$ cat src/rtl/core/mi2_pkg.sv
package mi2_pkg;

    // Long division of a 41-bit dividend: one quotient bit per stage.
    localparam int DIV_STEPS = 41;
    localparam int NUM_W     = 41;
    localparam int DEN_W     = 33;
    localparam int LANES     = 4;

    localparam logic [NUM_W-1:0] POS_LIMIT = 41'h0007FFFFFFF;
    localparam logic [NUM_W-1:0] NEG_LIMIT = 41'h00080000000;

    // Per-lane divider state: the partial remainder, the dividend bits still to be
    // consumed with the quotient bits shifted in behind them, and the result sign.
    typedef struct packed {
        logic [DEN_W-1:0] rem;
        logic [NUM_W-1:0] sh;
        logic             neg;
    } mi2_lane_t;

endpackage

$ cat src/rtl/core/mi2_div_step.sv
module mi2_div_step (
    input  mi2_pkg::mi2_lane_t         lane_in,
    input  logic [mi2_pkg::DEN_W-1:0]  den,
    output mi2_pkg::mi2_lane_t         lane_out
);
    import mi2_pkg::*;

    logic [DEN_W:0] trial;
    logic           take;

    always_comb
    begin
        trial = {lane_in.rem, lane_in.sh[NUM_W-1]};
        take  = (trial >= {1'b0, den});
        lane_out.neg = lane_in.neg;
        lane_out.sh  = {lane_in.sh[NUM_W-2:0], take};
        if (take)
        begin
            lane_out.rem = DEN_W'(trial - {1'b0, den});
        end
        else
        begin
            lane_out.rem = trial[DEN_W-1:0];
        end
    end

endmodule

$ cat config.mk
export PLATFORM = sky130hd
export DESIGN_NAME = mi2_div_step
export DESIGN_NICKNAME = d
export VERILOG_FILES = /design/src/rtl/core/mi2_pkg.sv /design/src/rtl/core/mi2_div_step.sv
export SDC_FILE = /design/constraint.sdc
export NUM_CORES = 1
export LEC_CHECK = 0
export BUFFER_PORTS_ARGS = -buffer_cell sky130_fd_sc_hd__buf_4
export CORE_MARGIN = 3
export CORE_UTILIZATION = 48
export DETAILED_ROUTE_END_ITERATION = 12
export PLACE_DENSITY_LB_ADDON = 0.12
export SKIP_LAST_GASP = 1
export SLEW_MARGIN = 20
export SYNTH_ARGS = -nofsm -noshare
export SYNTH_HDL_FRONTEND = slang
export SYNTH_SLANG_ARGS = --single-unit
$ cat constraint.sdc
create_clock -name vclk -period 5.8
set_input_delay 0.58 -clock vclk [all_inputs]
set_output_delay 0.58 -clock vclk [all_outputs]
set_load 0.01 [all_outputs]
==> results.ini, run 1 <==
[setup_path]
path_class = primary input to output pin
arrival_ns = 3.77
end_kind = output pin
cp-start-kind = primary input
path_max_fanout = 22
crit_required_ns = 5.22

[die]
die_x_um = 81.3
row_count = 26
die_area_um2 = 6610
initial_core_util = 0.513
die_h_um = 81.3
coreArea_um2 = 5300
ios = 183

[global_route]
grt_max_degree = 27
grt_overflow = 0
antenna_found_initial = 0
grt.total_usage = 0.202
grt_pass1_wl_mm = 11.4
first_global_vias = 2682

[layout]
n_sequential_cell = 0
multi_input_area_um2 = 2150
syn2layout_area_growth_pct = 16.7
final_layout_size_suffix_gt1_frac = 0.286
diodes = 0
nFillCells = 539
nets = 598
final-seq-area_um2 = 0
final_util = 0.599
n_clock_buffer = 0

[timing]
finalSetupViolCount = 0
fin_crit_ns = 4.35
fmax_mhz = 230
finalSetupTns_ns = 0
rsz0062_at_grt = no
worst-slew-pin-transition_ns = 0.628
relSlewSlack = 0.580
finalHoldViolations = 0
min_period_over_period = 0.749
slew_violations = 0

[power]
p_int_mw = 0.199
p_comb_frac = 1.000
total_power_mw = 0.415
power_density_nw_per_um2 = 131
pwr-share-seq = 0
p_sw_frac = 0.519
p_leak_nw = 1.61
p_sw_mw = 0.215
irDropWorstVdd_mv = 0.0657
p_clk_frac = 0

[drt]
drt-total-wl_mm = 6.81
drt_iter0_drc = 104
routedWlPerCell_um = 13.0
firstDrtPassIters = 4
drc = 0
drtAntennaViolNets = 0
vias = 2827
drt-vias-per-instance = 5.40

[yosys]
syn_avg_cell_area_um2 = 6.67
yosysSeqAreaShare = 0
syn_area_um2 = 2720
netlist_instances = 408
ys_warn_count = 0
synth_cell_type_count = 51
syn_nets = 550

[placed_design]
place.gp.congestion = 0.856
portBuffers = 101
dp_hpwl_mm = 5.98

[min_path]
hold_path_class = primary input to output pin

[clocking]
holdBufCountCts = 0
cts_resized = 0
cts_setup_buffers = 0

[run]
maxCapViolations = 0

[run_status]
outcome = complete, no violations

[worst paths after layout]
check | to | from | cells after the start
worst min-delay path | lane_out[15] | lane_in[14] | 0
worst max-delay path | lane_out[61] | lane_in[41] | 15
[through the flow]
step / hold WS, ns / std cells / worst slack [ns] / area (µm²)
global placement: 1.16 / 524 / 1.53 / 3170
detailed placement: 1.16 / 524 / 1.44 / 3170
finish: 1.16 / 524 / 1.45 / 3170
floorplan: 1.25 / 408 / 2.23 / 2720
CTS: 1.16 / 524 / 1.43 / 3170
global route: 1.16 / 524 / 1.23 / 3170
[cells in the final DEF, fill, tap and decap left out, types with 2 or more instances in the layout]
master	count
buf_4	103
ha_1	33
nand2_1	58
nor3_1	5
a31oi_1	3
nand2b_1	4
a21boi_0	3
or3_1	2
o31ai_1	5
o21ai_2	18
o21ai_0	26
inv_1	43
a211oi_1	4
nand4_1	3
xor2_1	12
xnor2_1	16
a21o_1	10
nor4_1	4
o21a_1	4
and3_1	7
a21oi_1	34
nor2_1	15
nand3_1	8
o21bai_1	8
o211ai_1	3
[synthesized netlist by cell type (3+ instances only)]
cell type  instances  area (µm²)
o21ai_0           26         130
nor2_1            15        56.3
xor2_1            12         105
nand2b_1           4        25.0
o21ai_2           18         158
a21oi_1           34         170
a21boi_0           3        22.5
nor3_1             5        25.0
buf_6              6        67.6
inv_1             43         161
a211oi_1           4        30.0
clkbuf_1           8        30.0
o21bai_1           8        60.1
ha_1              33         413
nand4_1            3        18.8
buf_4             42         315
nand2_1           58         218
nand3_1            8        40.0
and3_1             7        43.8
a21o_1            10        75.1
a31oi_1            3        18.8
nor4_1             4        25.0
o21a_1             4        30.0
o211ai_1           3        22.5
xnor2_1           16         140
o31ai_1            5        37.5
[cell families after synthesis]
| group | Yosys count | synth area share |
|---|---|---|
| AND/OR/NAND/NOR | 109 | 0.180 |
| buffers and inverters | 100 | 0.213 |
| XOR/XNOR | 28 | 0.0902 |
| adder cells (fa/ha/maj) | 34 | 0.159 |
| AO/OA/AOI/OAI | 136 | 0.352 |
| multiplexers | 1 | 0.00552 |
[layer usage]
layer	routed length, µm	up-vias	global-route usage
li1	-	1489	-
met1	2970	1248	0.259
met2	3370	84	0.375
met3	445	6	0.0200
met4	29	0	0.0169
met5	0	-	0
[power groups by stage]
stage / Clock (mW) / Sequential (mW) / Combinational (mW)
6_report: 0 / 0 / 0.415
5_1_grt: 0 / 0 / 0.459
4_1_cts: 0 / 0 / 0.417
3_5_place_dp: 0 / 0 / 0.415
3_3_place_gp: 0 / 0 / 0.412
2_1_floorplan: 0 / 0 / 0.295
[area by class of cell]
type,instances,share of cell area
multi-input cells,308,0.678
repair buffers,103,0.244
inverters,43,0.0508
well taps,70,0.0276
[worst max-delay path, stage by stage]
cell,delay (ns)
buf_4,0.11
inv_1,0.05
ha_1,0.15
inv_1,0.05
fa_1,0.40
a21o_1,0.21
a221o_2,0.39
a21oi_2,0.24
o41a_4,0.19
o31ai_4,0.10
a41oi_4,0.59
buf_4,0.39
nand2_1,0.11
o21ai_2,0.06
buf_4,0.13
Power figures use the tool's default switching activity.
==> run 2: changes to the inputs <==
--- a/config.mk
+++ b/config.mk
@@ -7,7 +7,7 @@
 export LEC_CHECK = 0
 export BUFFER_PORTS_ARGS = -buffer_cell sky130_fd_sc_hd__buf_4
 export CORE_MARGIN = 3
-export CORE_UTILIZATION = 48
+export CORE_UTILIZATION = 40
 export DETAILED_ROUTE_END_ITERATION = 12
 export PLACE_DENSITY_LB_ADDON = 0.12
 export SKIP_LAST_GASP = 1
==> constraint.sdc (replaced) <==
create_clock -name vclk -period 3.65
set_input_delay 0.365 -clock vclk [all_inputs]
set_output_delay 0.365 -clock vclk [all_outputs]
set_load 0.01 [all_outputs]
==> run 2 against run 1 <==
Against the previous run: combinational power grew 65%; design area grew 3.5%; count of clock-buffer cells in the layout unchanged; total power up 65%; core utilization down 9.0 points; wire length is 7.6% higher.
==> results.ini, run 2 (synthesis gave the netlist of run 1 again) <==
[run_status]
outcome = complete, no violations

[setup_path]
crit_required_ns = 3.28  ; -1.94 ns
path_class = primary input to output pin
end_kind = output pin
arrival_ns = 3.10  ; -0.67 ns
cp-start-kind = primary input
path_max_fanout = 21  ; -4.5%

[layout]
final_common_cell = buf_4
stdcell_count = 540  ; +3.1%
final_util = 0.509  ; -0.0901
syn2layout_area_growth_pct = 20.7
nets = 607  ; +1.5%
final_layout_size_suffix_gt1_frac = 0.302  ; +0.0160
final_cell_mix = 110 x buf_4, 58 x nand2_1, 43 x inv_1, 33 x a21oi_1, 33 x ha_1
n_sequential_cell = 0  ; unchanged
fin_area_um2 = 3280  ; +3.5%
nFillCells = 716  ; +33%
final-seq-area_um2 = 0  ; unchanged
multi_input_area_um2 = 2160  ; +0.17%
n_clock_buffer = 0  ; unchanged
diodes = 0  ; unchanged

[drt]
drc = 0  ; unchanged
drt-vias-per-instance = 5.40  ; +0.16%
drt-total-wl_mm = 7.33  ; +7.6%
firstDrtPassIters = 4  ; unchanged
drt_iter0_drc = 63  ; -39%
routedWlPerCell_um = 13.6  ; +4.4%
drtAntennaViolNets = 0  ; unchanged
vias = 2918  ; +3.2%

[clocking]
holdBufCountCts = 0  ; unchanged

[die]
row_count = 29  ; +12%
coreArea_um2 = 6460  ; +22%
die_x_um = 88.5  ; +8.8%
die_h_um = 88.5  ; +8.8%
die_area_um2 = 7830  ; +18%
initial_core_util = 0.421  ; -0.0918
ios = 183  ; unchanged

[min_path]
hold_path_class = primary input to output pin
hold_path_end = lane_out[11]
whs_path_depth = 0  ; unchanged
min_from = lane_in[10]

[power]
total_power_mw = 0.686  ; +65%
p_int_mw = 0.335  ; +68%
irDropWorstVdd_mv = 0.0905  ; +38%
p_sw_frac = 0.512  ; -0.00727
pwr-share-seq = 0  ; unchanged
power_density_nw_per_um2 = 209  ; +60%
p_comb_frac = 1.000  ; about the same
p_leak_nw = 1.67  ; +3.3%
p_sw_mw = 0.351  ; +63%
p_clk_frac = 0  ; unchanged

[placed_design]
pre_cts_slack_ns = 0.102  ; -1.33 ns
dp_hpwl_mm = 6.23  ; +4.3%
placed_cell_area_um2 = 3260  ; +2.6%
portBuffers = 101  ; unchanged
place_inst = 539  ; +2.9%
place.gp.congestion = 0.897  ; +4.8%

[global_route]
grt_max_degree = 43  ; +59%
antenna_found_initial = 0  ; unchanged
first_global_vias = 2730  ; +1.8%
grt.total_usage = 0.174  ; -0.0280
grt_overflow = 0  ; unchanged
grt_pass1_wl_mm = 11.6  ; +2.1%

[run]
maxCapViolations = 0  ; unchanged

[timing]
finalSetupTns_ns = 0  ; unchanged
slew_violations = 0  ; unchanged
relSlewSlack = 0.675  ; +0.0954
min_period_over_period = 0.950
rsz0062_at_grt = no
finalHoldViolations = 0  ; unchanged
finalWorstSetupSlack_ns = 0.184  ; -1.27 ns
fmax_mhz = 289
fin_crit_ns = 3.47
finalSetupViolCount = 0  ; unchanged
whs_ns = 0.730  ; -0.430 ns
worst-slew-pin-transition_ns = 0.483  ; -0.145 ns

[run 2: final cells by class]
type,instances,share of cell area
multi-input combinational,308,0.656
timing repair buffer,112,0.265
tap,77,0.0293
inverter,43,0.0491
[run 2: per-layer routing]
metal | share of wire | global-route usage | vias up
met2 | 0.49 | 0.325 | 86
met4 | 0.0056 | 0.0124 | 0
li1 | - | - | 1506
met1 | 0.44 | 0.227 | 1318
met3 | 0.061 | 0.0149 | 8
met5 | 0 | 0 | -
[run 2: timing repair]
item                                    4_1_cts  5_1_grt
resized for setup                             0        2
buffers inserted                              0        0
endpoints found under the setup margin        0        5
[run 2: how the worst max path moves through the flow]
| stage | from | end | slack (ns) | cells after the start |
|---|---|---|---|---|
| after global routing | lane_in[41] | lane_out[68] | 0.02 | 16 |
| after CTS | lane_in[41] | lane_out[43] | 0.1 | 14 |
| after detailed placement | lane_in[41] | lane_out[43] | 0.10 | 14 |
| after global placement | lane_in[41] | lane_out[43] | 0.17 | 14 |
| after floorplan | lane_in[41] | lane_out[74] | 0.51 | 12 |
| final | lane_in[41] | lane_out[43] | 0.18 | 14 |
[run 2: critical path, stage by stage]
cell     delay [ns]
buf_4          0.11
inv_1          0.05
ha_1           0.15
inv_1          0.05
fa_1           0.40
a21o_1         0.22
a221o_2        0.39
a21oi_2        0.19
o41a_4         0.18
o31ai_4        0.09
a41oi_4        0.26
buf_12         0.21
mux2_4         0.30
buf_4          0.14
[run 2: power by group through the flow]
stage               clock network (mW)  registers (mW)  logic, mW
floorplan                            0               0      0.469
finish                               0               0      0.686
detailed placement                   0               0      0.679
global placement                     0               0      0.676
global route                         0               0      0.760
CTS                                  0               0      0.683
==> run 3: changes to the inputs <==
--- a/config.mk
+++ b/config.mk
@@ -6,10 +6,10 @@
 export NUM_CORES = 1
 export LEC_CHECK = 0
 export BUFFER_PORTS_ARGS = -buffer_cell sky130_fd_sc_hd__buf_4
-export CORE_MARGIN = 3
+export CORE_MARGIN = 5
 export CORE_UTILIZATION = 40
 export DETAILED_ROUTE_END_ITERATION = 12
-export PLACE_DENSITY_LB_ADDON = 0.12
+export PLACE_DENSITY_LB_ADDON = 0.1
 export SKIP_LAST_GASP = 1
 export SLEW_MARGIN = 20
 export SYNTH_ARGS = -nofsm -noshare
==> run 3 against run 2 <==
Against the previous run: sequential share of layout area unchanged; design area unchanged; cell count up 0.37%; worst setup slack worse by 0.030 ns; maximum frequency down 0.85%; critical path type unchanged; largest power group unchanged.
==> results.ini, run 3 (synthesis gave the netlist of run 1 again) <==
[layout]
multi_input_area_um2 = 2160  ; unchanged
n_clock_buffer = 0  ; unchanged
final_util = 0.489  ; -0.0197
nFillCells = 711  ; -0.70%
syn2layout_area_growth_pct = 20.7  ; unchanged
fin_area_um2 = 3280  ; unchanged
final_layout_size_suffix_gt1_frac = 0.301  ; -0.00151
diodes = 0  ; unchanged
final_common_cell = buf_4
n_sequential_cell = 0  ; unchanged
final-seq-area_um2 = 0  ; unchanged
nets = 606  ; -0.16%
final_cell_mix = 108 x buf_4, 58 x nand2_1, 43 x inv_1, 33 x a21oi_1, 33 x ha_1

[setup_path]
path_max_fanout = 13  ; -38%
cp-start-kind = primary input
path_class = primary input to output pin
arrival_ns = 3.13  ; +0.03 ns
end_kind = output pin
crit_required_ns = 3.28  ; about the same

[drt]
drc = 0  ; unchanged
routedWlPerCell_um = 14.4  ; +5.8%
drt-vias-per-instance = 5.40  ; about the same
drt_iter0_drc = 72  ; +14%
drtAntennaViolNets = 0  ; unchanged
drt-total-wl_mm = 7.79  ; +6.2%
firstDrtPassIters = 4  ; unchanged
vias = 2926  ; +0.27%

[global_route]
grt_overflow = 0  ; unchanged
first_global_vias = 2841  ; +4.1%
grt.total_usage = 0.170  ; -0.00446
grt_pass1_wl_mm = 12.7  ; +9.4%
grt_max_degree = 29  ; -33%
antenna_found_initial = 0  ; unchanged

[timing]
worst-slew-pin-transition_ns = 0.527  ; +0.0445 ns
finalSetupTns_ns = 0  ; unchanged
finalSetupViolCount = 0  ; unchanged
fin_crit_ns = 3.50  ; +0.0296 ns
finalWorstSetupSlack_ns = 0.154  ; -0.0296 ns
rsz0062_at_grt = yes
relSlewSlack = 0.645  ; -0.0300
fmax_mhz = 286  ; -0.85%
finalHoldViolations = 0  ; unchanged
min_period_over_period = 0.958  ; +0.00812
slew_violations = 0  ; unchanged

[power]
power_density_nw_per_um2 = 210  ; +0.63%
p_leak_nw = 1.66  ; -0.20%
total_power_mw = 0.690  ; +0.63%
irDropWorstVdd_mv = 0.0719  ; -21%

[min_path]
whs_path_depth = 0  ; unchanged
hold_path_class = primary input to output pin

[run_status]
outcome = complete, no violations

[placed_design]
dp_hpwl_mm = 6.66  ; +6.8%
place.gp.congestion = 0.875  ; -2.4%
pre_cts_slack_ns = 0.0768  ; -0.0255 ns
portBuffers = 101  ; unchanged
placed_cell_area_um2 = 3250  ; -0.12%

[die]
ios = 183  ; unchanged
initial_core_util = 0.405  ; -0.0163
coreArea_um2 = 6720  ; +4.0%
die_area_um2 = 8550  ; +9.2%
row_count = 30  ; +3.4%
die_x_um = 92.5  ; +4.5%
die_h_um = 92.5  ; +4.5%

[clocking]
cts_setup_buffers = 0  ; unchanged
cts_resized = 0  ; unchanged
holdBufCountCts = 0  ; unchanged

[run]
maxCapViolations = 0  ; unchanged

-- run 3: area by class of cell --
type | count | share of cell area
timing repair buffer | 111 | 0.264
multi-input combinational | 308 | 0.656
tap | 80 | 0.0305
inverter | 43 | 0.0491
-- run 3: metal layers --
metal | up-vias | routed length [µm] | share of wire | track usage
met5 | - | 0 | 0 | 0
met4 | 0 | 138 | 0.018 | 0.0371
met1 | 1318 | 3360 | 0.43 | 0.208
met3 | 20 | 441 | 0.057 | 0.0244
li1 | 1496 | - | - | -
met2 | 92 | 3840 | 0.49 | 0.311
-- run 3: final timing paths --
| check | startpoint | end |
|---|---|---|
| worst max-delay path | lane_in[41] | lane_out[43] |
| worst min-delay path | lane_in[23] | lane_out[24] |
-- run 3: critical path, cell delays in order --
cell and delay [ns]:
buf_4 0.11, inv_1 0.05, ha_1 0.15, inv_1 0.05, fa_1 0.40, a21o_1 0.21
a221o_2 0.38, a21oi_2 0.21, o41a_4 0.19, o31ai_4 0.10, a41oi_4 0.27, buf_12 0.19
mux2_4 0.31, buf_4 0.14
-- run 3: stage by stage --
step / cells / hold WS [ns]
after floorplan: 408 / 0.822
after global placement: 541 / 0.730
after detailed placement: 541 / 0.730
after CTS: 541 / 0.730
after global routing: 542 / 0.730
final: 542 / 0.730
-- run 3: report_power, final --
| group | internal, mW | switching, mW |
|---|---|---|
| Sequential | 0 | 0 |
| Clock | 0 | 0 |
| Combinational | 0.335 | 0.356 |
